`src/hw/rtl/ign_pkg.sv`:
```
`timescale 1ns / 1ps
// ----------------------------------------------------------------------------
// ign_pkg: shared types and helpers for greedy IoU non-maximum suppression
// Payload structs, the token that walks the cell row, and the IoU test.
// ----------------------------------------------------------------------------
package ign_pkg;

    localparam int MAX_KEPT_DEF  = 32;
    localparam int MAX_BOXES_DEF = 1024;

    localparam int COORD_W = 16;
    localparam int SIZE_W  = 15;
    localparam int AREA_W  = 30;
    localparam int UNION_W = 31;
    localparam int THR_W   = 16;
    localparam int NUM_W   = 10;
    localparam int PROD_W  = AREA_W + THR_W + 1;

    localparam int APB_DATA_W = 32;
    localparam int PADDR_W    = 3;
    localparam int REG_IDX_W  = PADDR_W - 2;

    localparam logic [REG_IDX_W-1:0] REG_IOU_THRESHOLD = '0;
    localparam logic [THR_W-1:0]     IOU_THRESHOLD_RST = 16'd29491;

    typedef struct packed {
        logic                      frame_start;
        logic signed [COORD_W-1:0] box_left;
        logic signed [COORD_W-1:0] box_top;
        logic [SIZE_W-1:0]         box_width;
        logic [SIZE_W-1:0]         box_height;
    } t_in;

    typedef struct packed {
        logic             keep;
        logic [NUM_W-1:0] box_number;
        logic             table_overflow;
    } t_out;

    typedef struct packed {
        logic signed [COORD_W-1:0] left;
        logic signed [COORD_W-1:0] top;
        logic [SIZE_W-1:0]         width;
        logic [SIZE_W-1:0]         height;
    } t_box;

    // one box in flight; p_* carry the intersection found by the previous cell
    typedef struct packed {
        logic              valid;
        logic              keep;
        t_box              box;
        logic [AREA_W-1:0] area;
        logic              p_valid;
        logic [AREA_W-1:0] p_inter;
        logic [AREA_W-1:0] p_karea;
    } t_token;

    // inter * 2^16 > thr * union
    function automatic logic ign_suppress(input logic [AREA_W-1:0] area,
                                          input logic [AREA_W-1:0] karea,
                                          input logic [AREA_W-1:0] inter,
                                          input logic [THR_W-1:0]  thr);
        logic [UNION_W-1:0] uni;
        logic [PROD_W-1:0]  lhs;
        logic [PROD_W-1:0]  rhs;
        uni = UNION_W'(area) + UNION_W'(karea) - UNION_W'(inter);
        lhs = {1'b0, inter, {THR_W{1'b0}}};
        rhs = PROD_W'(thr) * PROD_W'(uni);
        return lhs > rhs;
    endfunction

endpackage

```
`src/hw/rtl/ign_regs.sv`:
```
`timescale 1ns / 1ps
// ----------------------------------------------------------------------------
// ign_regs: configuration register file
// APB-style slave holding the IoU threshold.
// ----------------------------------------------------------------------------
module ign_regs (
    input  logic                               i_clk,
    input  logic                               i_rst_n,
    input  logic                               psel,
    input  logic                               penable,
    input  logic                               pwrite,
    input  logic [ign_pkg::PADDR_W-1:0]        paddr,
    input  logic [ign_pkg::APB_DATA_W-1:0]     pwdata,
    output logic [ign_pkg::APB_DATA_W-1:0]     prdata,
    output logic                               pready,
    output logic [ign_pkg::THR_W-1:0]          o_iou_threshold
);
    import ign_pkg::*;

    logic [THR_W-1:0]     r_iou_threshold;
    logic [THR_W-1:0]     n_iou_threshold;
    logic [REG_IDX_W-1:0] w_idx;

    assign w_idx  = paddr[PADDR_W-1:2];
    assign pready = 1'b1;

    always_comb begin
        n_iou_threshold = r_iou_threshold;
        if (psel && penable && pwrite && w_idx == REG_IOU_THRESHOLD) begin
            n_iou_threshold = pwdata[THR_W-1:0];
        end
    end

    always_ff @(posedge i_clk) begin
        if (!i_rst_n) begin
            r_iou_threshold <= IOU_THRESHOLD_RST;
        end else begin
            r_iou_threshold <= n_iou_threshold;
        end
    end

    always_comb begin
        prdata = '0;
        if (w_idx == REG_IOU_THRESHOLD) begin
            prdata = {{(APB_DATA_W-THR_W){1'b0}}, r_iou_threshold};
        end
    end

    assign o_iou_threshold = r_iou_threshold;

endmodule

```
`config.mk`:
```
export PLATFORM = sky130hd
export DESIGN_NAME = ign_regs
export DESIGN_NICKNAME = d
export VERILOG_FILES = /design/src/hw/rtl/ign_pkg.sv /design/src/hw/rtl/ign_regs.sv
export SDC_FILE = /design/constraint.sdc
export NUM_CORES = 1
export LEC_CHECK = 0
export BUFFER_PORTS_ARGS = -buffer_cell sky130_fd_sc_hd__buf_4
export CAP_MARGIN = 20
export CELL_PAD_IN_SITES_DETAIL_PLACEMENT = 1
export CELL_PAD_IN_SITES_GLOBAL_PLACEMENT = 2
export CORE_MARGIN = 2
export CORE_UTILIZATION = 19
export DETAILED_ROUTE_END_ITERATION = 7
export PLACE_DENSITY_LB_ADDON = 0.1
export SETUP_SLACK_MARGIN = 0.4
export SYNTH_ARGS = -nofsm -noshare
export SYNTH_HDL_FRONTEND = slang
export SYNTH_SLANG_ARGS = --single-unit
```
`constraint.sdc`:
```
create_clock -name i_clk -period 1.7 [get_ports i_clk]
set_input_delay 0.255 -clock i_clk [delete_from_list [all_inputs] [get_ports i_clk]]
set_output_delay 0.255 -clock i_clk [all_outputs]
set_load 0.05 [all_outputs]
```
==> metrics.cfg <==
[global_routing]
globalRouteOverflowTotal = 0
grt_pass1_vias = 785
grt_util_all_layers_pct = 8.93
initial_antenna_violation_count = 0
grt_first_pass_wirelength_um = 3750
pin_count_of_the_biggest_net_entering_global_routing = 33

[yosys]
yosys.area_share.adder_pct = 0
synth_seq_cells = 16
post_synth_and_or_nand_nor_area_fraction_pct = 30.5
synth.yosys.warnings = 0
synth.avg_cell_area_sq_um = 8.98
syn_area_sq_um = 952
dominant_combinational_cell_family_by_area_after_synthesis = simple AND/OR/NAND/NOR gates
synth-seq-area-share_pct = 33.6
netlist-cell-type-count = 11
syn_inst = 106
synth.area.mux_share_pct = 16.8
synth_compound_gate_area_share_pct = 0
yosys.area_share.xor_xnor_pct = 0

[layout]
largest_register_ff_count = 16
final_common_cell = sky130_fd_sc_hd__buf_4
finish.utilization_pct = 32.1
design.final.nets = 201
filler_cell_count = 569
mostFrequentLayoutCells = sky130_fd_sc_hd__buf_4 (55), sky130_fd_sc_hd__nor2b_1 (18), sky130_fd_sc_hd__conb_1 (17), sky130_fd_sc_hd__mux2i_1 (16), sky130_fd_sc_hd__nand2_1 (14)
area_delta_synth_final_pct = 61.1
finish.cell_count_without_fillers = 227
post_route_cells_drive_above_1_share_pct = 55.0
antenna_cells = 0

[timing]
layout_min_cycle_time_ps = 1250
period_utilization_post_route_pct = 73.3
final-max-slew-violation-count = 0
post_route_setup_tns_ps = 0
number_of_failing_setup_endpoints_in_the_final_timing_report = 0
finalHoldWorstSlack_ps = 254
fmax_mhz = 802
grt_setup_unrepaired = no
clock_skew_ps = 0
final_hold_viol_count = 0

[worst_hold_path]
worst_hold_path.endpoint = o_iou_threshold[10]
worstHoldStart = pwdata[10]
hold-path-cell-count = 3
holdCritPathClass = input pin to flip-flop

[power_and_ir_drop]
leakage_nw = 0.709
power.total_w = 0.00106
cellInternalPower_w = 0.000700
sw_frac_of_total_pct = 34.2
clockPowerShare_pct = 32.0
total_switching_power_w = 0.000364
share_of_power_burned_in_registers_pct = 36.7
max-vdd-ir-drop_mv = 0.211
power-per-cell-area_nw_per_um2 = 694
pwr-share-comb_pct = 31.2

[drt]
via_count = 824
met1_wire_length_um = 1060
avgRoutedWirePerCell_um = 11.0
route.top_layer_used = met3
avgViaCountPerCell = 3.63
met3_wire_length_um = 179
met2WireLength_um = 1270
drt-pass1-iter-count = 3
drt_first_iter_violations = 15
route.detailed.drc = 0
antenna_violating_nets_post_route = 0
finalWirelength_um = 2500

[clocking]
clock_sink_count = 16
post_cts_resized = 0
cts_made_buffers = 3
cts.htree.levels = 1
cts_tree = done
clk-insertion-delay-late_ps = 250
post_cts_hold_buffer_count = 0
cts.clk_slew.worst_paths_ps = 70
cts.root.buffer_cell = sky130_fd_sc_hd__clkbuf_8
cts_max_path_buffers = 2

[outcome]
result_of_the_run = complete, no violations

[job]
maxCapViolCount = 0

[floorplanning]
dieArea_sq_um = 5590
core_area_sq_um = 4790
die_w_um = 74.8
initial_utilization_pct = 19.9
rows = 25
die_h_um = 74.8
ios = 89

[placed_design]
io_buffer_count = 53
final_hpwl_dp_um = 1900
dpl.cell_count = 220
place.gp.congestion = 0.679

[setup_path]
ff2ff_path_depth = 2
startpoint_of_the_most_critical_register_to_register_path = o_iou_threshold[8]
r2r-end = o_iou_threshold[8]
critical_path_class = input pin to output port
reg2reg_setup_slack_ps = 1070
critPathMaxFanout = 9
startpoint_type_of_the_worst_setup_path = input pin
element_type_at_the_critical_path_end = output port
critical_path_required_time_ps = 1440
critPathArrivalTime_ps = 990

[layout make-up]
| cell class | count | area, sq um | share of cell area (%) |
|---|---|---|---|
| sequential | 16 | 333 | 21.7 |
| multi-input combinational | 82 | 589 | 38.4 |
| tap | 67 | 83.8 | 5.46 |
| timing repair buffer | 58 | 473 | 30.8 |
| clock buffer | 4 | 55.1 | 3.59 |
[per-layer routing]
metal / vias up / global-route usage, %
li1: 402 / -
met1: 385 / 10.3
met2: 37 / 15.3
met3: 0 / 2.14
met4: 0 / 4.76
met5: - / 0
[worst max path at each step]
stage	to	startpoint	slack (ps)	cells after the start
floorplan	prdata[0]	o_iou_threshold[0]	430	1
global placement	prdata[0]	paddr[2]	420	4
detailed placement	prdata[0]	paddr[2]	420	4
CTS	prdata[0]	paddr[2]	410	4
global route	prdata[0]	paddr[2]	430	4
finish	prdata[8]	paddr[2]	450	5
[cells in the mapped netlist]
cell | number | area [sq um]
sky130_fd_sc_hd__nor2b_1 | 28 | 175
sky130_fd_sc_hd__and2b_2 | 6 | 52.6
sky130_fd_sc_hd__buf_12 | 1 | 20.0
sky130_fd_sc_hd__clkbuf_1 | 4 | 15.0
sky130_fd_sc_hd__nand2_1 | 14 | 52.6
sky130_fd_sc_hd__buf_6 | 1 | 11.3
sky130_fd_sc_hd__mux2i_1 | 16 | 160
sky130_fd_sc_hd__buf_4 | 17 | 128
sky130_fd_sc_hd__and4b_1 | 1 | 10.0
sky130_fd_sc_hd__conb_1 | 2 | 7.51
sky130_fd_sc_hd__dfxtp_1 | 16 | 320
[through the flow]
stage	worst slack [ps]	cell area, sq um
global placement	421	1430
floorplan	435	1100
detailed placement	415	1430
CTS	415	1490
finish	454	1530
global route	433	1530
[kinds of logic (layout without fill, tap and decap cells)]
kind of cell	after synthesis	in the layout
and+or+nand+nor	49	49
other	2	17
muxes	16	16
buffers and inverters	23	62
DFF	16	16
[power groups by stage]
| stage | combinational (W) | sequential (W) | clock (W) |
|---|---|---|---|
| floorplan | 0.000236 | 0.000427 | 0 |
| CTS | 0.000323 | 0.000391 | 0.000366 |
| global placement | 0.000320 | 0.000399 | 0 |
| global route | 0.000348 | 0.000392 | 0.000381 |
| finish | 0.000332 | 0.000391 | 0.000341 |
| detailed placement | 0.000323 | 0.000399 | 0 |
[critical path, stage by stage]
cell and delay [ps]:
sky130_fd_sc_hd__buf_4 160, sky130_fd_sc_hd__buf_12 160, sky130_fd_sc_hd__buf_4 140, sky130_fd_sc_hd__nor2b_4 90
sky130_fd_sc_hd__buf_4 190
[timing repair]
item	in CTS	in global routing
endpoints found under the setup margin	0	1
hold endpoints to repair	0	0
setup buffers	0	3
No activity file was read; power rests on OpenSTA's default activity.
