[config.mk]
export PLATFORM = sky130hd
export DESIGN_NAME = ign_cell
export DESIGN_NICKNAME = d
export VERILOG_FILES = /design/src/hw/rtl/ign_pkg.sv /design/src/hw/rtl/ign_cell.sv
export SDC_FILE = /design/constraint.sdc
export NUM_CORES = 2
export LEC_CHECK = 0
export ABC_AREA = 1
export BUFFER_PORTS_ARGS = -buffer_cell sky130_fd_sc_hd__buf_2
export CELL_PAD_IN_SITES_DETAIL_PLACEMENT = 0
export CELL_PAD_IN_SITES_GLOBAL_PLACEMENT = 1
export CORE_ASPECT_RATIO = 1.2
export CORE_MARGIN = 2
export CORE_UTILIZATION = 42
export CTS_CLUSTER_DIAMETER = 30
export DETAILED_ROUTE_END_ITERATION = 10
export GPL_TIMING_DRIVEN = 0
export PLACE_DENSITY_LB_ADDON = 0.15
export SYNTH_ARGS = -nofsm -noshare
export SYNTH_HDL_FRONTEND = slang
export SYNTH_SLANG_ARGS = --single-unit
[constraint.sdc]
create_clock -name i_clk -period 10.37 [get_ports i_clk]
set_input_delay 0.5185 -clock i_clk [delete_from_list [all_inputs] [get_ports i_clk]]
set_output_delay 0.5185 -clock i_clk [all_outputs]
set_load 0.01 [all_outputs]
[src/hw/rtl/ign_pkg.sv]
`timescale 1ns / 1ps
// ----------------------------------------------------------------------------
// ign_pkg: shared types and helpers for greedy IoU non-maximum suppression
// Payload structs, the token that walks the cell row, and the IoU test.
// ----------------------------------------------------------------------------
package ign_pkg;

    localparam int MAX_KEPT_DEF  = 32;
    localparam int MAX_BOXES_DEF = 1024;

    localparam int COORD_W = 16;
    localparam int SIZE_W  = 15;
    localparam int AREA_W  = 30;
    localparam int UNION_W = 31;
    localparam int THR_W   = 16;
    localparam int NUM_W   = 10;
    localparam int PROD_W  = AREA_W + THR_W + 1;

    localparam int APB_DATA_W = 32;
    localparam int PADDR_W    = 3;
    localparam int REG_IDX_W  = PADDR_W - 2;

    localparam logic [REG_IDX_W-1:0] REG_IOU_THRESHOLD = '0;
    localparam logic [THR_W-1:0]     IOU_THRESHOLD_RST = 16'd29491;

    typedef struct packed {
        logic                      frame_start;
        logic signed [COORD_W-1:0] box_left;
        logic signed [COORD_W-1:0] box_top;
        logic [SIZE_W-1:0]         box_width;
        logic [SIZE_W-1:0]         box_height;
    } t_in;

    typedef struct packed {
        logic             keep;
        logic [NUM_W-1:0] box_number;
        logic             table_overflow;
    } t_out;

    typedef struct packed {
        logic signed [COORD_W-1:0] left;
        logic signed [COORD_W-1:0] top;
        logic [SIZE_W-1:0]         width;
        logic [SIZE_W-1:0]         height;
    } t_box;

    // one box in flight; p_* carry the intersection found by the previous cell
    typedef struct packed {
        logic              valid;
        logic              keep;
        t_box              box;
        logic [AREA_W-1:0] area;
        logic              p_valid;
        logic [AREA_W-1:0] p_inter;
        logic [AREA_W-1:0] p_karea;
    } t_token;

    // inter * 2^16 > thr * union
    function automatic logic ign_suppress(input logic [AREA_W-1:0] area,
                                          input logic [AREA_W-1:0] karea,
                                          input logic [AREA_W-1:0] inter,
                                          input logic [THR_W-1:0]  thr);
        logic [UNION_W-1:0] uni;
        logic [PROD_W-1:0]  lhs;
        logic [PROD_W-1:0]  rhs;
        uni = UNION_W'(area) + UNION_W'(karea) - UNION_W'(inter);
        lhs = {1'b0, inter, {THR_W{1'b0}}};
        rhs = PROD_W'(thr) * PROD_W'(uni);
        return lhs > rhs;
    endfunction

endpackage

[src/hw/rtl/ign_cell.sv]
`timescale 1ns / 1ps
// ----------------------------------------------------------------------------
// ign_cell: one kept-box slot of the suppression row
// Holds a kept box and its area, finishes the IoU test of the previous slot
// and computes the intersection of the passing box with its own entry.
// ----------------------------------------------------------------------------
module ign_cell (
    input  logic                          i_clk,
    input  logic                          i_rst_n,
    input  logic                          i_occupied,
    input  logic [ign_pkg::THR_W-1:0]     i_threshold,
    input  ign_pkg::t_token               i_tok,
    output ign_pkg::t_token               o_tok,
    input  logic                          i_wr_en,
    input  ign_pkg::t_box                 i_wr_box,
    input  logic [ign_pkg::AREA_W-1:0]    i_wr_area
);
    import ign_pkg::*;

    t_box              r_box;
    logic [AREA_W-1:0] r_area;
    t_token            r_tok;
    t_token            n_tok;

    logic [SIZE_W-1:0] w_iw;
    logic [SIZE_W-1:0] w_ih;
    logic [AREA_W-1:0] w_inter;
    logic              w_supp;

    // overlap of [a0, a0+al) and [b0, b0+bl), zero when not positive
    function automatic logic [SIZE_W-1:0] overlap(input logic signed [COORD_W-1:0] a0,
                                                   input logic [SIZE_W-1:0]         al,
                                                   input logic signed [COORD_W-1:0] b0,
                                                   input logic [SIZE_W-1:0]         bl);
        logic signed [COORD_W:0]   a_lo;
        logic signed [COORD_W:0]   b_lo;
        logic signed [COORD_W:0]   a_hi;
        logic signed [COORD_W:0]   b_hi;
        logic signed [COORD_W:0]   lo;
        logic signed [COORD_W:0]   hi;
        logic signed [COORD_W+1:0] d;
        a_lo = {a0[COORD_W-1], a0};
        b_lo = {b0[COORD_W-1], b0};
        a_hi = a_lo + $signed({2'b00, al});
        b_hi = b_lo + $signed({2'b00, bl});
        lo   = (a_lo > b_lo) ? a_lo : b_lo;
        hi   = (a_hi < b_hi) ? a_hi : b_hi;
        d    = {hi[COORD_W], hi} - {lo[COORD_W], lo};
        return (d > 0) ? d[SIZE_W-1:0] : '0;
    endfunction

    always_comb begin
        w_iw    = overlap(i_tok.box.left, i_tok.box.width, r_box.left, r_box.width);
        w_ih    = overlap(i_tok.box.top, i_tok.box.height, r_box.top, r_box.height);
        w_inter = {{(AREA_W-SIZE_W){1'b0}}, w_iw} * {{(AREA_W-SIZE_W){1'b0}}, w_ih};
        w_supp  = i_tok.p_valid
                  && ign_suppress(i_tok.area, i_tok.p_karea, i_tok.p_inter, i_threshold);

        n_tok         = i_tok;
        n_tok.keep    = i_tok.keep && !w_supp;
        n_tok.p_valid = i_occupied;
        n_tok.p_inter = w_inter;
        n_tok.p_karea = r_area;
    end

    always_ff @(posedge i_clk) begin
        if (!i_rst_n) begin
            r_tok.valid <= 1'b0;
        end else begin
            r_tok <= n_tok;
        end
    end

    always_ff @(posedge i_clk) begin
        if (i_wr_en) begin
            r_box  <= i_wr_box;
            r_area <= i_wr_area;
        end
    end

    assign o_tok = r_tok;

endmodule

==> impl_metrics.tcl <==
set metrics [dict create \
    finalClockSkew_ns 0.0523 \
    clock_path_buffers 3 \
    first_iter_violations 1915 \
    setup_slack_ns 0.00278 \
    numCtsBuffers 51 \
    layout_min_cycle_time_ns 10.37 \
    final_common_cell "inv_1" \
    syn_nets 6293 \
    slew_violations 0 \
    drive_above_1_share 0.218 \
    finalSetupViolCount 0 \
    cp_max_fo 8 \
    grt-ovfl-total 0 \
    io_buffer_count 412 \
    antenna_found_initial 5 \
    critPathCaptureType "register" \
    slew-limit-headroom 0.109 \
    drt_wl_total_microns 140000 \
    die_h_microns 348 \
    seq_area_frac_synth 0.179 \
    num_rows 126 \
    die-area_sq_mm 0.101 \
    ctsRootBufferMaster "clkbuf_16" \
    fin_cells 6963 \
    dp_cells 6682 \
    die_width_microns 290 \
    num-nets-final 6944 \
    grt_pass1_vias 37200 \
    vias 35800 \
    rsz0062_at_grt "true" \
    regArea_sq_mm 0.00741 \
    synth-edff-count 246 \
    synth_ff_type "edfxtp_1" \
    area_growth_pct 23.5 \
    pre_cts_ws_ns -1.95 \
    antenna_left 0 \
    crit_type "reg2reg" \
    max_freq_mhz 96.5 \
    design_area_sq_mm 0.0511 \
    htree_levels 2 \
    insertion_delay_ns 0.62 \
    initial_core_util 0.422 \
    slowest_stage "fa_1" \
    drc 0 \
    num-fill-cells 9644 \
    ys_ff_latch 247 \
    grt_usage 0.277 \
    hold_violations 0 \
    vias_per_cell 5.13 \
    crit_family "adder cells" \
    timing.final.crit_share 1.00 \
    path_clk_slew_ns 0.05 \
    yosys_warnings 0 \
    holdCritPathClass "in2reg" \
    start_kind "register" \
    hold_buffers 0 \
    first_pass_iters 5 \
    status "finished, final reports clean" \
    worst_pin_slew_ns 1.33 \
    place_congestion 0.927 \
    coreArea_sq_mm 0.0981 \
    multiInputGateArea_sq_mm 0.0319 \
    yosysUniqueCellTypes 48 \
    syn_area_sq_mm 0.0413 \
    syn_avg_cell_area_sq_um 8.29 \
    worstPathArrival_ns 10.70 \
    detail_route.wl_per_cell_microns 20.1 \
    cp_slowest_stage_delay_ns 0.55 \
    grt_pass1_wl_microns 213000 \
    async_flop_share 0 \
    post-route-util 0.521 \
    maxCapViolCount 0 \
    hpwlAfterDp_microns 118000 \
    worst-path-buf-inv 12 \
    required_ns 10.71 \
    final_cell_mix "inv_1 (1029), nand2_1 (907), fa_1 (597)" \
    dpl-instance-area_sq_mm 0.0451 \
    synth_cells 4988 \
    cts_tree "done" \
    clock-sinks 247 \
    boundaryPins 422 \
    grt_max_degree 98 \
]
-- through the flow --
stage	hold slack [ns]	setup TNS, ns
2_1_floorplan	0.400	0
6_report	0.0689	0
5_1_grt	0.0370	-6.19
3_3_place_gp	0.401	-32.77
3_5_place_dp	0.405	-33.77
4_1_cts	0.0330	-0.311
-- repair_timing --
action                     CTS  global route
gates cloned                 3             2
setup buffers               89            95
pin swaps                   78           148
gates resized for setup    287           411
setup endpoints to repair   23            22
-- sequential cells by signal, indices dropped and copies added (netlist names) --
| name | flops |
|---|---|
| r_box | 62 |
| r_area | 30 |
| o_tok | 155 |
-- worst register-to-register path, delay by kind of cell (launching register included) --
family                   cells  cell delay (ns)
AO/OA/AOI/OAI                6             0.80
XOR/XNOR                     3             0.47
adder cells (fa/ha/maj)     12             4.70
buffers and inverters       12             1.12
flip-flops                   1             0.44
AND/OR/NAND/NOR             26             2.58
-- layout make-up --
cell class | instances | share of cell area
Multi-Input combinational cell | 3552 | 0.625
Sequential cell | 247 | 0.145
Inverter | 1070 | 0.0793
Timing Repair Buffer | 603 | 0.0721
Tap cell | 1280 | 0.0314
Clock buffer | 51 | 0.0250
Buffer | 114 | 0.0126
Clock inverter | 44 | 0.00963
Antenna cell | 2 | 0.0000980
-- metal layers --
metal / up-vias / wire length [microns] / GRT usage
li1: 16900 / - / -
met1: 17600 / 51000 / 0.299
met2: 982 / 76300 / 0.543
met3: 318 / 5380 / 0.0269
met4: 4 / 7640 / 0.120
met5: - / 23 / 0
-- worst paths after layout --
path                                      startpoint                   to  slack, ns  cells past startpoint
worst max register to register   r_box[30]$_DFFE_PP_  o_tok[54]$_DFFE_PP_      0.003                     59
worst min register to register  r_area[27]$_DFFE_PP_  o_tok[27]$_DFFE_PP_       0.42                      0
worst max-delay path             r_box[30]$_DFFE_PP_  o_tok[54]$_DFFE_PP_      0.003                     59
worst min-delay path                    i_wr_box[54]  r_box[54]$_DFFE_PP_       0.07                      1
-- cell families (layout without fill, tap and decap cells) --
kind of cell | count (synthesis) | after routing | synth area share
fa+ha+maj | 1038 | 1038 | 0.424
other cells | 0 | 2 | 0
flops | 247 | 247 | 0.179
simple gates | 1886 | 1886 | 0.193
xor+xnor | 143 | 143 | 0.0303
buf+inv | 1189 | 1882 | 0.109
compound gates | 485 | 485 | 0.0650
-- cell usage after synthesis, types with 82 or more instances --
| master | number | share of area |
|---|---|---|
| xor2_1 | 82 | 0.017 |
| nor2_1 | 437 | 0.040 |
| inv_1 | 1062 | 0.096 |
| clkbuf_1 | 99 | 0.0090 |
| o21ai_0 | 143 | 0.017 |
| nand2_1 | 980 | 0.089 |
| ha_1 | 431 | 0.13 |
| nand3_1 | 258 | 0.031 |
| edfxtp_1 | 246 | 0.18 |
| a21oi_1 | 234 | 0.028 |
| or2_2 | 83 | 0.013 |
| fa_1 | 607 | 0.29 |
Power is left out: the tool's default activity adds up to more than one toggle a clock period on the data nets, which glitch-free logic cannot reach.
